<file path="config.mk">
export PLATFORM = sky130hd
export DESIGN_NAME = tli_dp
export DESIGN_NICKNAME = d
export VERILOG_FILES = /design/src/rtl/assert_macros.svh /design/src/rtl/tli_pkg.sv /design/src/rtl/tli_dp.sv
export SDC_FILE = /design/constraint.sdc
export NUM_CORES = 2
export LEC_CHECK = 0
export BUFFER_PORTS_ARGS = -buffer_cell sky130_fd_sc_hd__clkbuf_2
export CELL_PAD_IN_SITES_DETAIL_PLACEMENT = 2
export CELL_PAD_IN_SITES_GLOBAL_PLACEMENT = 2
export CORE_ASPECT_RATIO = 2
export CORE_MARGIN = 3
export CORE_UTILIZATION = 46
export DETAILED_ROUTE_END_ITERATION = 10
export HOLD_SLACK_MARGIN = 0.15
export PLACE_DENSITY = 0.91
export SKIP_CTS_REPAIR_TIMING = 1
export SLEW_MARGIN = 15
export SYNTH_ARGS = -nofsm -noshare
export SYNTH_HDL_FRONTEND = slang
export SYNTH_SLANG_ARGS = --single-unit
</file>
<file path="constraint.sdc">
create_clock -name i_clk -period 17.9 [get_ports i_clk]
set_input_delay 1.79 -clock i_clk [delete_from_list [all_inputs] [get_ports i_clk]]
set_output_delay 1.79 -clock i_clk [all_outputs]
set_load 0.01 [all_outputs]
</file>
<file path="src/rtl/assert_macros.svh">
// Assertion macros used by the top level of the interpolation table.
`ifndef ASSERT_MACROS_SVH
`define ASSERT_MACROS_SVH
`ifndef SYNTHESIS
// Checks in the same cycle: antecedent implies consequent.
`define ASSERT_IMPLY(lbl, clk, rst_n, ante, cons) \
    lbl: assert property (@(posedge clk) disable iff (!rst_n) (ante) |-> (cons)) \
        else $error("assertion failed: same-cycle implication");
// Delayed check: antecedent implies consequent in the next cycle.
`define ASSERT_NEXT(lbl, clk, rst_n, ante, cons) \
    lbl: assert property (@(posedge clk) disable iff (!rst_n) (ante) |=> (cons)) \
        else $error("assertion failed: next-cycle implication");
`else
`define ASSERT_IMPLY(lbl, clk, rst_n, ante, cons)
`define ASSERT_NEXT(lbl, clk, rst_n, ante, cons)
`endif
`endif

</file>
<file path="src/rtl/tli_pkg.sv">
// Types, constants and codes shared by the interpolation table modules.
package tli_pkg;

    localparam int TABLE_DEPTH = 256;
    localparam int IDX_W       = $clog2(TABLE_DEPTH);
    localparam int SIZE_W      = 9;
    localparam int VALUE_W     = 32;
    localparam int CFG_IDX_W   = 1;
    localparam int CFG_DATA_W  = 9;
    localparam int DIV_STEPS   = 2 * VALUE_W;
    localparam int DIV_CNT_W   = $clog2(DIV_STEPS);

    typedef enum logic {
        ACT_WRITE  = 1'b0,
        ACT_LOOKUP = 1'b1
    } t_action;

    typedef enum logic [CFG_IDX_W-1:0] {
        CFG_TABLE_SIZE = 1'b0,
        CFG_LIMIT      = 1'b1
    } t_cfg_idx;

    typedef enum logic [1:0] {
        RANGE_INSIDE = 2'd0,
        RANGE_BELOW  = 2'd1,
        RANGE_ABOVE  = 2'd2
    } t_range;

    typedef enum logic [2:0] {
        ADDR_LAST,
        ADDR_ZERO,
        ADDR_ONE,
        ADDR_PREV_LAST,
        ADDR_MID,
        ADDR_FIRST,
        ADDR_FIRST_M1
    } t_addr_sel;

    typedef enum logic [1:0] {
        RES_LOWER,
        RES_UPPER,
        RES_INTERP
    } t_res_sel;

    typedef enum logic [3:0] {
        S_IDLE,
        S_LD_LAST,
        S_LD_FIRST,
        S_CLASS,
        S_SRCH_RD,
        S_SRCH_CMP,
        S_SRCH_END,
        S_LD_PREV,
        S_LD_BOT,
        S_LD_UP,
        S_PREP,
        S_MUL,
        S_DIV,
        S_OUT_LO,
        S_OUT_HI,
        S_OUT_INT
    } t_state;

    typedef struct packed {
        logic signed [VALUE_W-1:0] key;
        logic signed [VALUE_W-1:0] value;
    } t_entry;

    typedef struct packed {
        t_addr_sel addr_sel;
        logic      latch_x;
        logic      ld_lower;
        logic      ld_upper;
        logic      set_status;
        t_range    status;
        logic      srch_init;
        logic      srch_step;
        logic      prep;
        logic      mul;
        logic      div_step;
        logic      out_load;
        t_res_sel  res_sel;
    } t_dp_cmd;

    typedef struct packed {
        logic n_is_one;
        logic x_lt_kl;
        logic x_lt_ku;
        logic limit;
        logic count_zero;
        logic first_zero;
        logic div_last;
        logic out_busy;
    } t_dp_stat;

endpackage

</file>
<file path="src/rtl/tli_dp.sv">
// Datapath: configuration, entry registers, search indices, multiplier, divider, output.
module tli_dp (
    input  logic                                i_clk,
    input  logic                                i_rst_n,
    input  logic                                i_cfg_we,
    input  logic [tli_pkg::CFG_IDX_W-1:0]       i_cfg_index,
    input  logic [tli_pkg::CFG_DATA_W-1:0]      i_cfg_data,
    input  logic signed [tli_pkg::VALUE_W-1:0]  i_query,
    output logic [tli_pkg::IDX_W-1:0]           o_raddr,
    input  tli_pkg::t_entry                     i_rdata,
    input  tli_pkg::t_dp_cmd                    i_cmd,
    output tli_pkg::t_dp_stat                   o_stat,
    output logic                                o_out_valid,
    input  logic                                i_out_ready,
    output logic signed [tli_pkg::VALUE_W-1:0]  o_out_value,
    output logic [1:0]                          o_out_status
);

    import tli_pkg::*;

    localparam int W = VALUE_W;
    localparam logic signed [W+1:0] SUM_MAX = {3'b000, {(W-1){1'b1}}};
    localparam logic signed [W+1:0] SUM_MIN = {3'b111, {(W-1){1'b0}}};
    localparam logic signed [W-1:0] VAL_MAX = {1'b0, {(W-1){1'b1}}};
    localparam logic signed [W-1:0] VAL_MIN = {1'b1, {(W-1){1'b0}}};

    // Configuration registers.
    logic [SIZE_W-1:0] r_table_size;
    logic              r_limit;

    always_ff @(posedge i_clk) begin
        if (!i_rst_n) begin
            r_table_size <= SIZE_W'(1);
            r_limit      <= 1'b1;
        end else if (i_cfg_we) begin
            unique case (t_cfg_idx'(i_cfg_index))
                CFG_TABLE_SIZE: r_table_size <= SIZE_W'(i_cfg_data);
                CFG_LIMIT:      r_limit      <= i_cfg_data[0];
                default:        r_limit      <= r_limit;
            endcase
        end
    end

    // Effective entry count, one to the table depth.
    logic [SIZE_W-1:0] n_eff;
    logic [SIZE_W-1:0] n_m1;
    logic [SIZE_W-1:0] n_m2;

    always_comb begin
        if (r_table_size == '0) begin
            n_eff = SIZE_W'(1);
        end else if (r_table_size > SIZE_W'(TABLE_DEPTH)) begin
            n_eff = SIZE_W'(TABLE_DEPTH);
        end else begin
            n_eff = r_table_size;
        end
    end

    assign n_m1 = n_eff - SIZE_W'(1);
    assign n_m2 = n_eff - SIZE_W'(2);

    // Query and bracketing entries.
    logic signed [W-1:0] r_x;
    logic signed [W-1:0] r_kl;
    logic signed [W-1:0] r_vl;
    logic signed [W-1:0] r_ku;
    logic signed [W-1:0] r_vu;

    always_ff @(posedge i_clk) begin
        if (i_cmd.latch_x) begin
            r_x <= i_query;
        end
        if (i_cmd.ld_lower) begin
            r_kl <= i_rdata.key;
            r_vl <= i_rdata.value;
        end
        if (i_cmd.ld_upper) begin
            r_ku <= i_rdata.key;
            r_vu <= i_rdata.value;
        end
    end

    // Lower-bound search over [first, first + count).
    logic [SIZE_W-1:0] r_first;
    logic [SIZE_W-1:0] r_count;
    logic [SIZE_W-1:0] half;
    logic [SIZE_W-1:0] mid;
    logic [SIZE_W-1:0] first_eff;
    logic [SIZE_W-1:0] first_m1;

    assign half      = r_count >> 1;
    assign mid       = r_first + half;
    assign first_eff = (r_first >= n_eff) ? n_m1 : r_first;
    assign first_m1  = first_eff - SIZE_W'(1);

    always_ff @(posedge i_clk) begin
        if (i_cmd.srch_init) begin
            r_first <= '0;
            r_count <= n_eff;
        end else if (i_cmd.srch_step) begin
            if (i_rdata.key < r_x) begin
                r_first <= mid + SIZE_W'(1);
                r_count <= r_count - half - SIZE_W'(1);
            end else begin
                r_count <= half;
            end
        end
    end

    always_comb begin
        unique case (i_cmd.addr_sel)
            ADDR_LAST:      o_raddr = n_m1[IDX_W-1:0];
            ADDR_ZERO:      o_raddr = '0;
            ADDR_ONE:       o_raddr = IDX_W'(1);
            ADDR_PREV_LAST: o_raddr = n_m2[IDX_W-1:0];
            ADDR_MID:       o_raddr = mid[IDX_W-1:0];
            ADDR_FIRST:     o_raddr = first_eff[IDX_W-1:0];
            ADDR_FIRST_M1:  o_raddr = first_m1[IDX_W-1:0];
            default:        o_raddr = '0;
        endcase
    end

    // Signed differences as sign and magnitude.
    function automatic logic [W:0] sdiff(input logic signed [W-1:0] a,
                                         input logic signed [W-1:0] b);
        logic [W:0] d;
        logic [W:0] nd;
        d  = {a[W-1], a} - {b[W-1], b};
        nd = -d;
        return d[W] ? {1'b1, nd[W-1:0]} : {1'b0, d[W-1:0]};
    endfunction

    logic [W:0] dk_full;
    logic [W:0] dy_full;
    logic [W:0] dx_full;

    assign dk_full = sdiff(r_ku, r_kl);
    assign dy_full = sdiff(r_vu, r_vl);
    assign dx_full = sdiff(r_x, r_kl);

    logic         r_nk;
    logic         r_ny;
    logic         r_nx;
    logic [W-1:0] r_dk;
    logic [W-1:0] r_dy;
    logic [W-1:0] r_dx;

    always_ff @(posedge i_clk) begin
        if (i_cmd.prep) begin
            r_nk <= dk_full[W];
            r_ny <= dy_full[W];
            r_nx <= dx_full[W];
            r_dk <= dk_full[W-1:0];
            r_dy <= dy_full[W-1:0];
            r_dx <= dx_full[W-1:0];
        end
    end

    // Restoring divider, one quotient bit a cycle; the quotient shifts into r_num.
    logic [2*W-1:0]     r_num;
    logic [W-1:0]       r_rem;
    logic [DIV_CNT_W-1:0] r_div_cnt;
    logic [W:0]         trial;
    logic [W:0]         trial_sub;
    logic               trial_ge;

    assign trial     = {r_rem, r_num[2*W-1]};
    assign trial_ge  = trial >= {1'b0, r_dk};
    assign trial_sub = trial - {1'b0, r_dk};

    always_ff @(posedge i_clk) begin
        if (i_cmd.mul) begin
            r_num     <= r_dy * r_dx;
            r_rem     <= '0;
            r_div_cnt <= '0;
        end else if (i_cmd.div_step) begin
            r_rem     <= trial_ge ? trial_sub[W-1:0] : trial[W-1:0];
            r_num     <= {r_num[2*W-2:0], trial_ge};
            r_div_cnt <= r_div_cnt + DIV_CNT_W'(1);
        end
    end

    // Final add or subtract of the quotient, saturated.
    logic                neg;
    logic signed [W+1:0] vl_ext;
    logic signed [W+1:0] q_ext;
    logic signed [W+1:0] sum;
    logic signed [W-1:0] interp_val;

    assign neg    = r_ny ^ r_nx ^ r_nk;
    assign vl_ext = {{2{r_vl[W-1]}}, r_vl};
    assign q_ext  = {2'b00, r_num[W-1:0]};
    assign sum    = neg ? (vl_ext - q_ext) : (vl_ext + q_ext);

    always_comb begin
        if (r_dk == '0 || r_num == '0) begin
            interp_val = r_vl;
        end else if (r_num[2*W-1:W] != '0) begin
            interp_val = neg ? VAL_MIN : VAL_MAX;
        end else if (sum > SUM_MAX) begin
            interp_val = VAL_MAX;
        end else if (sum < SUM_MIN) begin
            interp_val = VAL_MIN;
        end else begin
            interp_val = sum[W-1:0];
        end
    end

    // Output register.
    logic                r_out_valid;
    logic signed [W-1:0] r_out_value;
    t_range              r_status;
    t_range              r_out_status;

    always_ff @(posedge i_clk) begin
        if (i_cmd.set_status) begin
            r_status <= i_cmd.status;
        end
    end

    always_ff @(posedge i_clk) begin
        if (!i_rst_n) begin
            r_out_valid <= 1'b0;
        end else if (i_cmd.out_load) begin
            r_out_valid <= 1'b1;
        end else if (i_out_ready) begin
            r_out_valid <= 1'b0;
        end
    end

    always_ff @(posedge i_clk) begin
        if (i_cmd.out_load) begin
            r_out_status <= r_status;
            case (i_cmd.res_sel)
                RES_LOWER:  r_out_value <= r_vl;
                RES_UPPER:  r_out_value <= r_vu;
                RES_INTERP: r_out_value <= interp_val;
                default:    r_out_value <= r_vl;
            endcase
        end
    end

    assign o_out_valid  = r_out_valid;
    assign o_out_value  = r_out_value;
    assign o_out_status = r_out_status;

    assign o_stat.n_is_one   = (n_eff == SIZE_W'(1));
    assign o_stat.x_lt_kl    = r_x < r_kl;
    assign o_stat.x_lt_ku    = r_x < r_ku;
    assign o_stat.limit      = r_limit;
    assign o_stat.count_zero = (r_count == '0);
    assign o_stat.first_zero = (first_eff == '0);
    assign o_stat.div_last   = (r_div_cnt == DIV_CNT_W'(DIV_STEPS - 1));
    assign o_stat.out_busy   = r_out_valid && !i_out_ready;

endmodule

</file>
==> results.md <==
* Status: finished, final reports clean
* Clock tree sinks at 426
* Initial DRC count at 5091
* Area Overhead vs Synth at 6.32%
* Period utilization at 58.0%
* Syn Std Cell Area at 63500 um2
* Hold crit path type: reg2reg
* Root Buffer: clkbuf_16
* Post-route cell area at 67600 um2
* Crit end category: register
* R2r endpoint: r_num[58]
* Count leader, synth: inv_1
* Setup Viol. Count Final at 0
* Synth cell types at 90
* Initial antenna violation count at 16
* Row count at 192
* Register area at 12200 um2
* Total Nets Final at 8350
* Max cap viols at 0
* GRT Total Usage at 45.9%
* Final hold violations at 0
* Routability cong. at 0.931
* Multi-input gate area at 46000 um2
* Wire per inst at 38.3 um
* Max-slew violation count at 0
* Vias in the first global route at 70100
* Core area at 137000 um2
* Area contributors post-synth: fa_1 (28%), edfxtp_1 (17%), ha_1 (10%)
* Worst skew pair latency at 0.65 ns
* Die height at 532 um
* Vias after detailed routing at 58200
* Setup_tns at 0 ns
* CTS Buf Count at 41
* CP Max Fanout at 21
* Fillers at 14300
* DRC viols at 0
* DP Area at 66100 um2
* Met3 GRT Util at 10.5%
* R2R Setup Slk at 7.52 ns
* Post-synth EDFFs at 368
* Post-route ant nets at 0
* Hold Path End: o_out_status[1]
* Share of the synthesized area in the top cell type at 28.4%
* Critical Path RT at 18.26 ns
* Critical register-to-register path startpoint: r_dy[14]
* Main synth FF type: edfxtp_1
* CP Class: reg2reg
* Commonest cells post-synth: inv_1 (1129), fa_1 (903), nand2_1 (682), and2_1 (607), ha_1 (530)
* Mapped Avg Cell Area at 9.36 um2
* Max-slew headroom at 17.7%
* Initial Util at 46.4%
* GR Layer Usage met2 at 78.7%
* Gate Count Post-Synth at 6791
* Synth Register Bits at 426
* CTS tree: built
* Clock period minus final worst setup slack at 10.38 ns
* Hold path cells at 0
* Layout cell share with drive strength beyond 1 at 6.42%
* Synth Warn # at 0
* FMAX at 0.0963 GHz
* DRT Wirelength at 328000 um
* Top Ports at 178
* Die width at 269 um
* Die Area at 143000 um2
* Synth Net Count at 8351
* Largest area contributor in the netlist: fa_1
* Largest net degree at the start of global routing at 72
* GR peak layer: met2
* Pre-antenna DRT Iters at 6
* H-tree Lvls at 2
* Remaining global-route overflow at 0
* Setup crit start kind: register
* Met1 Track Usage GR at 42.7%
* Worst EP arrival at 10.74 ns
* Worst Max-Slew Pin Slew at 1.20 ns
* Vias/cell at 6.79
* Port bufs at 177
* Clock Pin Slew Worst Setup and Hold Paths at 0.08 ns
* First-pass GRT wire length at 479000 um
* Bufs on Longest Clock Path at 3
* Worst Skew at 0.0477 ns
* Ys async rst share at 0%
* Hold_sp: r_status[1]
* RSZ-0062 raised after global routing: no
* DP HPWL at 218000 um
* Register area share after synthesis at 19.2%
* FF-to-FF path depth at 24
[stage by stage]
stage               setup slack (ns)  hold slack (ns)  utilization [%]  cells
floorplan                      10.24            0.400                -   6791
global placement                8.68            0.403             48.3   8492
detailed placement              8.35            0.422             48.3   8492
CTS                             7.73            0.425             49.3   8567
global route                    7.60            0.456             49.3   8571
finish                          7.52            0.433             49.3   8574
[worst max path at each step]
stage / from / to / slack, ns / depth (start not counted)
4_1_cts: r_dy[14] / r_num[58] / 7.73 / 23
3_5_place_dp: r_dy[14] / r_num[61] / 8.35 / 27
2_1_floorplan: r_dx[5] / r_num[53] / 10.24 / 27
6_report: r_dy[14] / r_num[58] / 7.52 / 24
3_3_place_gp: r_dy[14] / r_num[58] / 8.68 / 22
5_1_grt: r_dx[26] / r_num[58] / 7.60 / 23
[critical path, cell delays in order (launching register included)]
cell and delay (ns):
edfxtp_1 0.72, clkbuf_16 0.32, nand2_1 0.23, fa_1 0.67, fa_1 0.64, inv_1 0.12
fa_1 0.51, fa_1 0.63, fa_1 0.48, fa_1 0.50, fa_1 0.61, inv_1 0.12
fa_1 0.55, inv_1 0.10, ha_1 0.46, and3_1 0.27, nand3_1 0.14, nor4_1 0.49
o21ai_0 0.39, a31oi_1 0.77, o21ai_0 0.34, o21ai_0 0.42, a21oi_1 0.15, xnor2_1 0.15
mux2_2 0.29
[layout make-up]
class,count,area share [%]
Sequential cell,426,18.1
Tap cell,1746,3.23
Antenna cell,6,0.0222
Clock inverter,30,0.532
Multi-Input combinational cell,4930,68.0
Timing Repair Buffer,261,2.28
Clock buffer,45,1.56
Inverter,1130,6.28
[state kept, by name, indices dropped and copies added (netlist names), 32 cells and up]
signal and count:
r_dk 32, r_x 32, r_ku 32, r_kl 32
r_rem 32, r_num 64, o_out_value 32, r_vu 32
r_vl 32, r_dy 32, r_dx 32
[metal layers]
metal  part of all wire, %  up-vias  routed length [um]
met3                   7.2     2586               23600
met2                    50     4303              163000
met4                    13       14               43900
li1                      -    22100                   -
met1                    30    29200               98000
met5                 0.026        -                  85
[cells by family (layout without fill, tap and decap cells)]
kind of cell    after synthesis  in the layout  share of synthesized area [%]
flops                       426            426                           19.2
other cells                   0              6                              0
buf+inv                    1435           1466                           8.50
compound gates             1077           1077                           11.1
fa+ha+maj                  1433           1433                           38.9
simple gates               1973           1973                           15.9
xor+xnor                    348            348                           4.80
mux                          99             99                           1.68
[placed cells by master, fill, tap and decap left out, types with 44 or more instances in the layout]
cell type  instances
a21o_1           153
nor2_1           216
buf_4             85
a21oi_1          284
nor3_1            58
dfxtp_1           58
a31oi_1           44
inv_1           1128
o21ai_0          198
o21bai_1          46
xnor2_1          209
clkbuf_2         173
xor2_1           138
and2_1           607
edfxtp_1         368
nand3_1           80
nand4_1           49
nand2b_1          57
fa_1             903
nand2_1          682
ha_1             530
o211ai_1          51
mux2_2            63
Power is left out: the tool's default activity adds up to more than one toggle a clock period on the data nets, which glitch-free logic cannot reach.
