**config.mk**
```make
export PLATFORM = sky130hd
export DESIGN_NAME = tli_ctrl
export DESIGN_NICKNAME = d
export VERILOG_FILES = /design/src/rtl/assert_macros.svh /design/src/rtl/tli_pkg.sv /design/src/rtl/tli_ctrl.sv
export SDC_FILE = /design/constraint.sdc
export NUM_CORES = 1
export LEC_CHECK = 0
export ABC_CLOCK_PERIOD_IN_PS = 1300
export BUFFER_PORTS_ARGS = -buffer_cell sky130_fd_sc_hd__buf_2
export CAP_MARGIN = 20
export CORE_MARGIN = 3
export CORE_UTILIZATION = 42
export DETAILED_ROUTE_END_ITERATION = 7
export PLACE_DENSITY_LB_ADDON = 0.12
export SYNTH_ARGS = -nofsm -noshare
export SYNTH_HDL_FRONTEND = slang
export SYNTH_SLANG_ARGS = --single-unit
```
**constraint.sdc**
```tcl
create_clock -name i_clk -period 1.3 [get_ports i_clk]
set_input_delay 0 -clock i_clk [delete_from_list [all_inputs] [get_ports i_clk]]
set_output_delay 0 -clock i_clk [all_outputs]
set_load 0.02 [all_outputs]
```
**src/rtl/assert_macros.svh**
```systemverilog
// Assertion macros used by the top level of the interpolation table.
`ifndef ASSERT_MACROS_SVH
`define ASSERT_MACROS_SVH
`ifndef SYNTHESIS
// Checks in the same cycle: antecedent implies consequent.
`define ASSERT_IMPLY(lbl, clk, rst_n, ante, cons) \
    lbl: assert property (@(posedge clk) disable iff (!rst_n) (ante) |-> (cons)) \
        else $error("assertion failed: same-cycle implication");
// Delayed check: antecedent implies consequent in the next cycle.
`define ASSERT_NEXT(lbl, clk, rst_n, ante, cons) \
    lbl: assert property (@(posedge clk) disable iff (!rst_n) (ante) |=> (cons)) \
        else $error("assertion failed: next-cycle implication");
`else
`define ASSERT_IMPLY(lbl, clk, rst_n, ante, cons)
`define ASSERT_NEXT(lbl, clk, rst_n, ante, cons)
`endif
`endif

```
**src/rtl/tli_pkg.sv**
```systemverilog
// Types, constants and codes shared by the interpolation table modules.
package tli_pkg;

    localparam int TABLE_DEPTH = 256;
    localparam int IDX_W       = $clog2(TABLE_DEPTH);
    localparam int SIZE_W      = 9;
    localparam int VALUE_W     = 32;
    localparam int CFG_IDX_W   = 1;
    localparam int CFG_DATA_W  = 9;
    localparam int DIV_STEPS   = 2 * VALUE_W;
    localparam int DIV_CNT_W   = $clog2(DIV_STEPS);

    typedef enum logic {
        ACT_WRITE  = 1'b0,
        ACT_LOOKUP = 1'b1
    } t_action;

    typedef enum logic [CFG_IDX_W-1:0] {
        CFG_TABLE_SIZE = 1'b0,
        CFG_LIMIT      = 1'b1
    } t_cfg_idx;

    typedef enum logic [1:0] {
        RANGE_INSIDE = 2'd0,
        RANGE_BELOW  = 2'd1,
        RANGE_ABOVE  = 2'd2
    } t_range;

    typedef enum logic [2:0] {
        ADDR_LAST,
        ADDR_ZERO,
        ADDR_ONE,
        ADDR_PREV_LAST,
        ADDR_MID,
        ADDR_FIRST,
        ADDR_FIRST_M1
    } t_addr_sel;

    typedef enum logic [1:0] {
        RES_LOWER,
        RES_UPPER,
        RES_INTERP
    } t_res_sel;

    typedef enum logic [3:0] {
        S_IDLE,
        S_LD_LAST,
        S_LD_FIRST,
        S_CLASS,
        S_SRCH_RD,
        S_SRCH_CMP,
        S_SRCH_END,
        S_LD_PREV,
        S_LD_BOT,
        S_LD_UP,
        S_PREP,
        S_MUL,
        S_DIV,
        S_OUT_LO,
        S_OUT_HI,
        S_OUT_INT
    } t_state;

    typedef struct packed {
        logic signed [VALUE_W-1:0] key;
        logic signed [VALUE_W-1:0] value;
    } t_entry;

    typedef struct packed {
        t_addr_sel addr_sel;
        logic      latch_x;
        logic      ld_lower;
        logic      ld_upper;
        logic      set_status;
        t_range    status;
        logic      srch_init;
        logic      srch_step;
        logic      prep;
        logic      mul;
        logic      div_step;
        logic      out_load;
        t_res_sel  res_sel;
    } t_dp_cmd;

    typedef struct packed {
        logic n_is_one;
        logic x_lt_kl;
        logic x_lt_ku;
        logic limit;
        logic count_zero;
        logic first_zero;
        logic div_last;
        logic out_busy;
    } t_dp_stat;

endpackage

```
**src/rtl/tli_ctrl.sv**
```systemverilog
// Lookup sequencer: walks the table reads, the search, the multiply, the divide and the result load.
module tli_ctrl (
    input  logic               i_clk,
    input  logic               i_rst_n,
    input  logic               i_in_valid,
    input  logic               i_in_lookup,
    output logic               o_in_ready,
    input  tli_pkg::t_dp_stat  i_stat,
    output tli_pkg::t_dp_cmd   o_cmd
);

    import tli_pkg::*;

    t_state r_state;
    t_state n_state;

    always_ff @(posedge i_clk) begin
        if (!i_rst_n) begin
            r_state <= S_IDLE;
        end else begin
            r_state <= n_state;
        end
    end

    always_comb begin
        n_state = r_state;
        unique case (r_state) inside
            S_IDLE: begin
                if (i_in_valid && i_in_lookup) begin
                    n_state = S_LD_LAST;
                end
            end
            S_LD_LAST:  n_state = S_LD_FIRST;
            S_LD_FIRST: n_state = S_CLASS;
            S_CLASS: begin
                if (i_stat.n_is_one) begin
                    n_state = S_OUT_LO;
                end else if (!i_stat.x_lt_ku) begin
                    n_state = i_stat.limit ? S_OUT_HI : S_LD_PREV;
                end else if (i_stat.x_lt_kl) begin
                    n_state = i_stat.limit ? S_OUT_LO : S_LD_UP;
                end else begin
                    n_state = S_SRCH_RD;
                end
            end
            S_SRCH_RD:  n_state = i_stat.count_zero ? S_SRCH_END : S_SRCH_CMP;
            S_SRCH_CMP: n_state = S_SRCH_RD;
            S_SRCH_END: n_state = i_stat.first_zero ? S_OUT_LO : S_LD_BOT;
            S_LD_PREV:  n_state = S_PREP;
            S_LD_BOT:   n_state = S_LD_UP;
            S_LD_UP:    n_state = S_PREP;
            S_PREP:     n_state = S_MUL;
            S_MUL:      n_state = S_DIV;
            S_DIV:      n_state = i_stat.div_last ? S_OUT_INT : S_DIV;
            S_OUT_LO, S_OUT_HI, S_OUT_INT: begin
                if (!i_stat.out_busy) begin
                    n_state = S_IDLE;
                end
            end
            default:    n_state = S_IDLE;
        endcase
    end

    always_comb begin
        o_cmd          = '0;
        o_cmd.addr_sel = ADDR_LAST;
        o_cmd.status   = RANGE_INSIDE;
        o_cmd.res_sel  = RES_LOWER;
        o_in_ready     = 1'b0;
        unique case (r_state)
            S_IDLE: begin
                o_in_ready    = 1'b1;
                o_cmd.latch_x = i_in_valid && i_in_lookup;
            end
            S_LD_LAST: begin
                o_cmd.ld_upper = 1'b1;
                o_cmd.addr_sel = ADDR_ZERO;
            end
            S_LD_FIRST: begin
                o_cmd.ld_lower = 1'b1;
            end
            S_CLASS: begin
                o_cmd.set_status = 1'b1;
                o_cmd.addr_sel   = i_stat.x_lt_ku ? ADDR_ONE : ADDR_PREV_LAST;
                if (i_stat.n_is_one) begin
                    o_cmd.status = i_stat.x_lt_kl ? RANGE_BELOW : RANGE_ABOVE;
                end else if (!i_stat.x_lt_ku) begin
                    o_cmd.status = RANGE_ABOVE;
                end else if (i_stat.x_lt_kl) begin
                    o_cmd.status = RANGE_BELOW;
                end else begin
                    o_cmd.status    = RANGE_INSIDE;
                    o_cmd.srch_init = 1'b1;
                end
            end
            S_SRCH_RD: begin
                o_cmd.addr_sel = ADDR_MID;
            end
            S_SRCH_CMP: begin
                o_cmd.srch_step = 1'b1;
            end
            S_SRCH_END: begin
                o_cmd.addr_sel = ADDR_FIRST_M1;
            end
            S_LD_PREV: begin
                o_cmd.ld_lower = 1'b1;
            end
            S_LD_BOT: begin
                o_cmd.ld_lower = 1'b1;
                o_cmd.addr_sel = ADDR_FIRST;
            end
            S_LD_UP: begin
                o_cmd.ld_upper = 1'b1;
            end
            S_PREP: begin
                o_cmd.prep = 1'b1;
            end
            S_MUL: begin
                o_cmd.mul = 1'b1;
            end
            S_DIV: begin
                o_cmd.div_step = 1'b1;
            end
            S_OUT_LO: begin
                o_cmd.out_load = !i_stat.out_busy;
                o_cmd.res_sel  = RES_LOWER;
            end
            S_OUT_HI: begin
                o_cmd.out_load = !i_stat.out_busy;
                o_cmd.res_sel  = RES_UPPER;
            end
            S_OUT_INT: begin
                o_cmd.out_load = !i_stat.out_busy;
                o_cmd.res_sel  = RES_INTERP;
            end
            default: begin
                o_in_ready = 1'b0;
            end
        endcase
    end

endmodule

```
==> impl_table.tex, run 1 <==
\begin{tabular}{lr}
\hline
Metric & Value \\
\hline
\multicolumn{2}{l}{\textbf{Logic synthesis}} \\
Number of enable-type register cells in the synthesized netlist & 0 \\
Post-synthesis sequential area ratio & 14.68\% \\
Post-Syn Nets & 92 \\
Most numerous cell in the Yosys netlist & nor2\_1 \\
Post-Synthesis Mean Instance Area & 6.819 um\^{}2 \\
Flip-flop and latch count after synthesis & 4 \\
Leading cell types by count after synthesis & nor2\_1 (13), nand2\_1 (9), a21oi\_1 (5) \\
Synth warnings & 0 \\
Yosys top cell area share & 14.68\% \\
Area leader, netlist & dfxtp\_1 \\
Async SR Flop Fraction & 0\% \\
Synth cell types & 33 \\
Synth Cell Area & 545.5 um\^{}2 \\
Main area contributors after synthesis & dfxtp\_1 (15\%), nor2\_1 (8.9\%), nand2\_1 (6.2\%) \\
Main flop type after synthesis & dfxtp\_1 \\
Synthesized instance count & 80 \\
\multicolumn{2}{l}{\textbf{Pwr}} \\
Peak supply drop & 0.9726 mV \\
Power, Total & 2073 uW \\
Power per cell area & 2040 mW/mm\^{}2 \\
Static leakage & 0.0004802 uW \\
\multicolumn{2}{l}{\textbf{Setup path}} \\
CP startpoint kind & flip-flop \\
Top cell family by delay on the critical path & simple AND/OR/NAND/NOR gates \\
Crit path largest cell delay & 370 ps \\
Critical path, cell by cell & buf\_6 -> nor4\_4 -> and3\_4 -> buf\_6 \\
Crit path max fanout & 7 \\
Buffering stage count on the worst path with inverters included & 2 \\
Required arrival time at the worst endpoint & 1300 ps \\
Slowest library cell on the worst path & dfxtp\_4 \\
Type of the setup path with the least slack & reg2out \\
Crit path DAT & 1390 ps \\
Most common cell on crit path & buf\_6 \\
Type of destination of the critical path & output port \\
\multicolumn{2}{l}{\textbf{Die}} \\
Die outline area & 0.001767 mm\^{}2 \\
IO Count & 30 \\
Count of standard-cell rows & 12 \\
Starting utilization of the core area & 47.19\% \\
Die width & 42.04 um \\
Core area & 0.001156 mm\^{}2 \\
Die Span Y & 42.04 um \\
\multicolumn{2}{l}{\textbf{Global route}} \\
Vias in the first global route & 738 \\
Global-route total usage across every layer & 22.87\% \\
Wire length of the first global-routing pass & 3187 um \\
Pin count of the biggest net entering global routing & 9 \\
Antenna violations before repair & 0 \\
Aggregate global routing overflow & 0 \\
\multicolumn{2}{l}{\textbf{Clock tree}} \\
Register clock-pin slew on the reported worst setup and hold paths & 50 ps \\
H-tree Lvls & 1 \\
Clock tree buffer depth & 2 \\
Root buf cell & clkbuf\_4 \\
Post-CTS Hold Fix Bufs & 0 \\
Clock tree from TritonCTS & yes \\
Clock latency on the worst-skew pair & 250 ps \\
Inserted Clock Buffers & 3 \\
CTS sink cnt & 4 \\
\multicolumn{2}{l}{\textbf{Final layout}} \\
Fin cells & 144 \\
Post-layout util & 87.88\% \\
Area added between synthesis and finish & 86.24\% \\
Max reg flops & 4 \\
N\_diodes & 0 \\
Final instance area & 0.001016 mm\^{}2 \\
Fraction of final layout cells with drive strength greater than 1 & 60.00\% \\
Biggest registers after layout & r\_state (4) \\
Count of nets after finishing & 144 \\
Biggest register & r\_state \\
\multicolumn{2}{l}{\textbf{Timing}} \\
Final setup viols & 5 \\
Max-slew violation count & 0 \\
Final worst slack & -89.24 ps \\
RSZ-0062 raised after global routing & yes \\
Clk\_skew & 12.59 ps \\
Count of endpoints failing hold in the final timing report & 0 \\
Slew @ Worst Pin & 301.0 ps \\
Achievable clock frequency & 0.7198 GHz \\
Post-layout minimum cycle time & 1389 ps \\
Max transition margin & 79.68\% \\
Crit share post-route & 106.9\% \\
\multicolumn{2}{l}{\textbf{Outcome}} \\
Outcome & finished, violations left \\
Failing checks & setup timing \\
\multicolumn{2}{l}{\textbf{Worst hold path}} \\
Hold Path Class & in2reg \\
\multicolumn{2}{l}{\textbf{Placed design}} \\
Sum of net half-perimeters after detailed placement & 1376 um \\
Placed Instance Area & 787.0 um\^{}2 \\
Weighted congestion reported at the end of routability-driven placement & 0.8695 \\
Post-placement cell count & 130 \\
I/O Buffers & 29 \\
Setup Slack @ Placement & -1.680 ps \\
\multicolumn{2}{l}{\textbf{Routing}} \\
Antenna Violating Nets Remaining & 0 \\
Starting DRT DRC Count & 23 \\
Final Routed Wirelength & 2235 um \\
Vias & 843 \\
Post-detailed-route via-to-cell ratio & 5.854 \\
Detailed Routing Iterations Pass 1 & 4 \\
Remaining design rule violation count & 0 \\
Average detailed-routed wire length per instance & 15.52 um \\
\multicolumn{2}{l}{\textbf{Job}} \\
Maxcap violations & 0 \\
\hline
\end{tabular}
## layer usage
metal / wire length, um / track usage, % / vias to the layer above
met1: 963 / 28.28 / 403
li1: - / - / 393
met4: 55 / 6.832 / 0
met2: 1066 / 37.65 / 39
met5: 0 / 0 / -
met3: 149 / 7.296 / 8
## cell usage in the layout, fill, tap and decap left out, drive strengths merged, types with 2 or more instances in the layout
| cell type | count |
|---|---|
| clkbuf | 3 |
| a211oi | 3 |
| nand2b | 5 |
| nand2 | 9 |
| nor3 | 3 |
| o21a | 2 |
| nand3b | 2 |
| o211ai | 2 |
| dfxtp | 4 |
| nor2b | 3 |
| nor2 | 13 |
| nand3 | 2 |
| a21oi | 5 |
| buf | 53 |
| inv | 3 |
| o21ai | 2 |
## cell families (layout without fill, tap and decap cells)
kind of cell           Yosys count  after routing  share of synthesized area [%]
and+or+nand+nor                 44             44                          43.58
AOI/OAI and AO/OA               22             22                          28.90
buffers and inverters            9             59                          11.01
DFF                              4              4                          14.68
muxes                            1              1                          1.835
## stage by stage
| stage | setup TNS [ps] | hold slack, ps |
|---|---|---|
| global placement | 0 | 274.1 |
| finish | -201.8 | 39.90 |
| global route | -773.7 | 24.10 |
| CTS | -92.00 | 26.19 |
| floorplan | 0 | 51.26 |
| detailed placement | -1.680 | 276.2 |
## report_power, final
| part | total [uW] | internal, uW | switching (uW) |
|---|---|---|---|
| Sequential | 301 | 190 | 111 |
| Clock | 164 | 104 | 60.0 |
| Combinational | 1610 | 853 | 755 |
## worst paths after layout
check | from | to | slack [ps] | depth (start not counted)
hold / removal | i_rst_n | r_state[2] | 40 | 2
setup / recovery | r_state[1] | o_cmd[13] | -90 | 4
setup reg to reg | r_state[1] | r_state[0] | 20 | 6
hold reg to reg | r_state[0] | r_state[0] | 660 | 3
## repair_timing
action / in CTS / in global routing
endpoints found under the hold margin: 0 / 0
resized for setup: 20 / 20
setup endpoints to repair: 14 / 13
setup buffers: 6 / 5
pin swaps: 6 / 10
## layout make-up
cell class                 instances  area, um^2
sequential                         4       95.09
multi-input combinational         67       479.2
tap                               14       17.52
timing repair buffer              53       387.9
fill                              69       140.1
inverter                           3       13.76
clock buffer                       3       22.52
## worst register-to-register path, delay by kind of cell (launching register included)
family	cells	cell delay, ps
AND/OR/NAND/NOR	3	430
AO/OA/AOI/OAI	1	70
flip-flops	1	370
buffers and inverters	2	300
(Power assumes the default switching activity.)
==> inputs of run 2 (changes only) <==
--- a/config.mk
+++ b/config.mk
@@ -8,7 +8,6 @@
 export ABC_CLOCK_PERIOD_IN_PS = 1300
 export BUFFER_PORTS_ARGS = -buffer_cell sky130_fd_sc_hd__buf_2
 export CAP_MARGIN = 20
-export CORE_MARGIN = 3
 export CORE_UTILIZATION = 42
 export DETAILED_ROUTE_END_ITERATION = 7
 export PLACE_DENSITY_LB_ADDON = 0.12
==> impl_table.tex, run 2 (synthesis gave the netlist of run 1 again) <==
\begin{tabular}{lr}
\hline
Metric & Value \\
\hline
\multicolumn{2}{l}{\textbf{Die}} \\
Die outline area & 0.001447 mm\^{}2 \\
Starting utilization of the core area & 47.19\% \\
Core area & 0.001156 mm\^{}2 \\
Count of standard-cell rows & 12 \\
Die Span Y & 38.04 um \\
Die width & 38.04 um \\
IO Count & 30 \\
\multicolumn{2}{l}{\textbf{Timing}} \\
Max-slew violation count & 0 \\
RSZ-0062 raised after global routing & yes \\
Final worst slack & -103.2 ps \\
Clk\_skew & 4.841 ps \\
Post-layout minimum cycle time & 1403 ps \\
Max transition margin & 79.97\% \\
Total negative setup slack & -475.0 ps \\
Crit share post-route & 107.9\% \\
Achievable clock frequency & 0.7127 GHz \\
Count of endpoints failing hold in the final timing report & 0 \\
Final setup viols & 9 \\
Slew @ Worst Pin & 296.8 ps \\
\multicolumn{2}{l}{\textbf{Final layout}} \\
Commonest non-fill, non-tap cell in the layout & buf\_4 \\
Fraction of final layout cells with drive strength greater than 1 & 62.79\% \\
N\_diodes & 0 \\
Area added between synthesis and finish & 90.37\% \\
Count of nets after finishing & 143 \\
Number of inserted filler cells in the final layout & 63 \\
Max reg flops & 4 \\
Leading cell types in the layout, fill and taps excluded & buf\_4 (22), buf\_2 (19), nor2\_1 (11), buf\_6 (10), nand2\_1 (6) \\
Biggest registers after layout & r\_state (4) \\
Biggest register & r\_state \\
\multicolumn{2}{l}{\textbf{Routing}} \\
Vias & 872 \\
Starting DRT DRC Count & 37 \\
Post-detailed-route via-to-cell ratio & 6.098 \\
Final Routed Wirelength & 2559 um \\
Average detailed-routed wire length per instance & 17.90 um \\
Antenna Violating Nets Remaining & 0 \\
Remaining design rule violation count & 0 \\
Detailed Routing Iterations Pass 1 & 4 \\
\multicolumn{2}{l}{\textbf{Setup path}} \\
Top cell family by delay on the critical path & simple AND/OR/NAND/NOR gates \\
Slowest library cell on the worst path & dfxtp\_4 \\
Type of destination of the critical path & output port \\
Required arrival time at the worst endpoint & 1300 ps \\
Crit path largest cell delay & 350 ps \\
Buffering stage count on the worst path with inverters included & 1 \\
Critical path, cell by cell & nand2b\_4 -> or2\_4 -> nor3b\_4 -> buf\_6 \\
Type of the setup path with the least slack & reg2out \\
Crit path max fanout & 5 \\
Crit path DAT & 1400 ps \\
CP startpoint kind & flip-flop \\
\multicolumn{2}{l}{\textbf{Clock tree}} \\
Post-CTS Hold Fix Bufs & 0 \\
H-tree Lvls & 1 \\
Clock tree from TritonCTS & yes \\
Clock latency on the worst-skew pair & 240 ps \\
Clock tree buffer depth & 2 \\
Register clock-pin slew on the reported worst setup and hold paths & 40 ps \\
Root buf cell & clkbuf\_4 \\
CTS sink cnt & 4 \\
Inserted Clock Buffers & 3 \\
\multicolumn{2}{l}{\textbf{Placed design}} \\
I/O Buffers & 29 \\
Weighted congestion reported at the end of routability-driven placement & 0.8749 \\
Sum of net half-perimeters after detailed placement & 1360 um \\
\multicolumn{2}{l}{\textbf{Worst hold path}} \\
Hold Path Class & in2reg \\
\multicolumn{2}{l}{\textbf{Global route}} \\
Global-route total usage across every layer & 33.13\% \\
Pin count of the biggest net entering global routing & 10 \\
Wire length of the first global-routing pass & 3298 um \\
Vias in the first global route & 730 \\
Aggregate global routing overflow & 0 \\
Antenna violations before repair & 0 \\
\multicolumn{2}{l}{\textbf{Pwr}} \\
Power per cell area & 1977 mW/mm\^{}2 \\
Power, Total & 2053 uW \\
Static leakage & 0.0004915 uW \\
Peak supply drop & 1.188 mV \\
\multicolumn{2}{l}{\textbf{Outcome}} \\
Outcome & finished, violations left \\
Failing checks & setup timing \\
\multicolumn{2}{l}{\textbf{Job}} \\
Maxcap violations & 0 \\
\hline
\end{tabular}
## run 2: repair_timing
| item | in CTS | in global routing |
|---|---|---|
| setup buffers | 5 | 6 |
| endpoints found under the setup margin | 12 | 16 |
| pin swaps | 6 | 9 |
| resized for setup | 26 | 20 |
| hold endpoints to repair | 0 | 0 |
## run 2: metrics by stage
| step | cells | utilization (%) | area, um^2 | setup WS [ps] | hold WS [ps] |
|---|---|---|---|---|---|
| 6_report | 143 | 89.83 | 1039 | -103.2 | 43.76 |
| 5_1_grt | 143 | 89.83 | 1039 | -129.6 | 50.89 |
| 4_1_cts | 137 | 79.76 | 922.1 | -45.69 | 16.23 |
| 3_5_place_dp | 129 | 67.42 | 779.5 | 54.64 | 279.9 |
| 3_3_place_gp | 129 | 67.42 | 779.5 | 49.33 | 269.0 |
| 2_1_floorplan | 80 | - | 575.6 | 46.01 | 51.26 |
## run 2: per-layer routing
layer / routed length, um / track usage (%) / up-vias
met5: 0 / 0 / -
met4: 75 / 15.18 / 0
met2: 1241 / 56.78 / 61
met1: 1018 / 41.55 / 412
li1: - / - / 391
met3: 224 / 2.326 / 8
## run 2: area by class of cell
cell class	count	area, um^2	area share [%]
clock buffer	3	22.52	2.169
inverter	3	18.77	1.807
multi-input combinational	67	494.2	47.59
sequential	4	92.59	8.916
tap	14	17.52	1.687
timing repair buffer	52	392.9	37.83
## run 2: power by group
group | total (uW) | switching (uW) | internal, uW | leakage [uW]
logic | 1630 | 850 | 779 | 0.000442
registers | 261 | 76.9 | 184 | 0.0000353
clock network | 163 | 59.3 | 104 | 0.0000138
## run 2: worst paths after layout
| check | from | to | slack, ps | cells past startpoint |
|---|---|---|---|---|
| setup / recovery | r_state[3] | o_cmd[8] | -100 | 4 |
| hold / removal | i_rst_n | r_state[2] | 40 | 2 |
| setup reg to reg | r_state[0] | r_state[0] | -50 | 6 |
| hold reg to reg | r_state[3] | r_state[2] | 700 | 3 |
==> inputs of run 3 (changes only) <==
--- a/config.mk
+++ b/config.mk
@@ -6,10 +6,12 @@
 export NUM_CORES = 1
 export LEC_CHECK = 0
 export ABC_CLOCK_PERIOD_IN_PS = 1300
-export BUFFER_PORTS_ARGS = -buffer_cell sky130_fd_sc_hd__buf_2
 export CAP_MARGIN = 20
-export CORE_UTILIZATION = 42
+export CORE_AREA = 2 2 39 41
+export CTS_BUF_LIST = sky130_fd_sc_hd__clkbuf_4
 export DETAILED_ROUTE_END_ITERATION = 7
+export DIE_AREA = 0 0 41 43
+export DONT_BUFFER_PORTS = 1
 export PLACE_DENSITY_LB_ADDON = 0.12
 export SYNTH_ARGS = -nofsm -noshare
 export SYNTH_HDL_FRONTEND = slang
==> impl_table.tex, run 3 (synthesis gave the netlist of run 1 again) <==
\begin{tabular}{lr}
\hline
Metric & Value \\
\hline
\multicolumn{2}{l}{\textbf{Outcome}} \\
Outcome & finished, violations left \\
Failing checks & setup timing \\
\multicolumn{2}{l}{\textbf{Die}} \\
Die Span Y & 43 um \\
Starting utilization of the core area & 39.42\% \\
Core area & 0.001384 mm\^{}2 \\
Die outline area & 0.001763 mm\^{}2 \\
IO Count & 30 \\
Count of standard-cell rows & 14 \\
Die width & 41 um \\
\multicolumn{2}{l}{\textbf{Timing}} \\
Worst Hold Slack & 72.21 ps \\
Clk\_skew & 2.653 ps \\
Max-slew violation count & 0 \\
Max transition margin & 74.20\% \\
Final worst slack & -1.035 ps \\
Slew @ Worst Pin & 385.6 ps \\
Achievable clock frequency & 0.7686 GHz \\
Final setup viols & 2 \\
RSZ-0062 raised after global routing & yes \\
Crit share post-route & 100.1\% \\
Post-layout minimum cycle time & 1301 ps \\
Count of endpoints failing hold in the final timing report & 0 \\
\multicolumn{2}{l}{\textbf{Global route}} \\
Global-route total usage across every layer & 20.26\% \\
Aggregate global routing overflow & 0 \\
Global-route track usage on met1 & 25.00\% \\
Vias in the first global route & 618 \\
GR Util met2 & 30.94\% \\
Met3 Use GR & 3.665\% \\
Wire length of the first global-routing pass & 2470 um \\
Pin count of the biggest net entering global routing & 13 \\
Antenna violations before repair & 0 \\
Gr busiest metal & met2 \\
\multicolumn{2}{l}{\textbf{Clock tree}} \\
Register clock-pin slew on the reported worst setup and hold paths & 40 ps \\
H-tree Lvls & 1 \\
Clock tree from TritonCTS & yes \\
Root buf cell & clkbuf\_4 \\
CTS sink cnt & 4 \\
Clock latency on the worst-skew pair & 230 ps \\
Clock tree buffer depth & 2 \\
Inserted Clock Buffers & 3 \\
\multicolumn{2}{l}{\textbf{Final layout}} \\
Biggest registers after layout & r\_state (4) \\
Biggest register & r\_state \\
Count of nets after finishing & 124 \\
Max reg flops & 4 \\
Number of inserted filler cells in the final layout & 134 \\
Final instance area & 879.6 um\^{}2 \\
Leading cell types in the layout, fill and taps excluded & buf\_4 (29), nor2\_1 (13), nand2\_1 (9), a21oi\_1 (5), dfxtp\_4 (4) \\
Fraction of final layout cells with drive strength greater than 1 & 50.00\% \\
Commonest non-fill, non-tap cell in the layout & buf\_4 \\
N\_diodes & 0 \\
Area added between synthesis and finish & 61.24\% \\
\multicolumn{2}{l}{\textbf{Routing}} \\
Post-detailed-route via-to-cell ratio & 5.571 \\
Detailed Routing Iterations Pass 1 & 4 \\
Starting DRT DRC Count & 22 \\
Final Routed Wirelength & 1639 um \\
Vias & 702 \\
Remaining design rule violation count & 0 \\
Antenna Violating Nets Remaining & 0 \\
Average detailed-routed wire length per instance & 13.01 um \\
\multicolumn{2}{l}{\textbf{Placed design}} \\
Sum of net half-perimeters after detailed placement & 1194 um \\
I/O Buffers & 0 \\
Weighted congestion reported at the end of routability-driven placement & 0.8853 \\
Placed Instance Area & 742.0 um\^{}2 \\
\multicolumn{2}{l}{\textbf{Setup path}} \\
Type of the setup path with the least slack & reg2out \\
Worst reg2reg path endpoint & r\_state[0] \\
Crit path max fanout & 4 \\
Crit path DAT & 1300 ps \\
Worst Reg-to-Reg Cells & 5 \\
CP startpoint kind & flip-flop \\
Worst reg2reg setup slack & 10 ps \\
Reg-to-reg critical path startpoint & r\_state[3] \\
Type of destination of the critical path & output port \\
Required arrival time at the worst endpoint & 1300 ps \\
\multicolumn{2}{l}{\textbf{Pwr}} \\
Peak supply drop & 1.018 mV \\
Power share of the sequential group & 16.4\% \\
Power per cell area & 1915 mW/mm\^{}2 \\
Comb pwr share & 74.8\% \\
Net Switching & 769.8 uW \\
Internal & 914.4 uW \\
Static leakage & 0.0003759 uW \\
Part of the power in the clock network & 8.8\% \\
Fraction of power spent switching nets & 45.71\% \\
\multicolumn{2}{l}{\textbf{Worst hold path}} \\
Min-Delay Path Depth & 4 \\
Hold worst-path end & r\_state[0] \\
Source of the worst hold timing path & i\_in\_lookup \\
Hold Path Class & in2reg \\
\multicolumn{2}{l}{\textbf{Job}} \\
Maxcap violations & 0 \\
\hline
\end{tabular}
==> run 3: cell types whose count changed in the layout (fill, tap and decap cells not counted), moves of 2 or more <==
cell	previous run	this run
buf_2	19	0
buf_4	22	29
buf_6	10	2
dlygate4sd3_1	0	2
inv_2	0	2
nand2_1	6	9
nand2_2	2	0
nor2_1	11	13
nor2_2	2	0
==> run 3: repair_timing <==
item / in CTS / in global routing
setup endpoints to repair: 18 / 11
setup buffers: 5 / 0
pin swaps: 6 / 3
gates resized for setup: 12 / 9
hold buffers: 2 / 0
endpoints found under the hold margin: 4 / 0
==> run 3: critical path, cell delays in order (launching register included) <==
cell,delay [ps]
dfxtp_4,350
nand2b_4,140
or2_4,270
nor3b_2,150
buf_4,160
==> run 3: how the worst max path moves through the flow <==
stage / from / end / cells after the start
floorplan: r_state[3] / o_cmd[12] / 4
global placement: r_state[0] / r_state[0] / 4
detailed placement: r_state[0] / r_state[0] / 4
CTS: r_state[3] / o_cmd[9] / 4
global route: r_state[3] / o_cmd[7] / 4
finish: r_state[3] / o_cmd[8] / 4
==> run 3: through the flow <==
| stage | worst slack (ps) | TNS, ps | total power [uW] | util (%) | cells |
|---|---|---|---|---|---|
| 5_1_grt | -58.51 | -259.5 | 1818 | 63.56 | 126 |
| 2_1_floorplan | 46.01 | 0 | 981.3 | - | 80 |
| 4_1_cts | -18.35 | -31.37 | 1626 | 61.48 | 126 |
| 3_3_place_gp | 5.228 | 0 | 1314 | 53.62 | 116 |
| 6_report | -1.035 | -1.676 | 1684 | 63.56 | 126 |
| 3_5_place_dp | -20.48 | -20.48 | 1317 | 53.62 | 116 |
==> run 3: power by group through the flow <==
stage | Combinational (uW) | Sequential, uW | Clock [uW]
2_1_floorplan | 761 | 220 | 0
3_3_place_gp | 1060 | 258 | 0
3_5_place_dp | 1060 | 260 | 0
4_1_cts | 1200 | 272 | 158
5_1_grt | 1360 | 285 | 169
6_report | 1260 | 277 | 148
==> run 3: cell type report <==
class	instances	area [um^2]	area share, %
Multi-Input combinational cell	67	470.5	53.49
Timing Repair Buffer	33	260.3	29.59
Sequential cell	4	95.09	10.81
Clock buffer	3	22.52	2.560
Tap cell	16	20.02	2.276
Inverter	3	11.26	1.280
==> run 3: per-layer routing <==
metal / part of all wire (%) / up-vias
met1: 43 / 319
met2: 48 / 28
met4: 2.0 / 0
met3: 7.0 / 4
met5: 0 / -
li1: - / 351
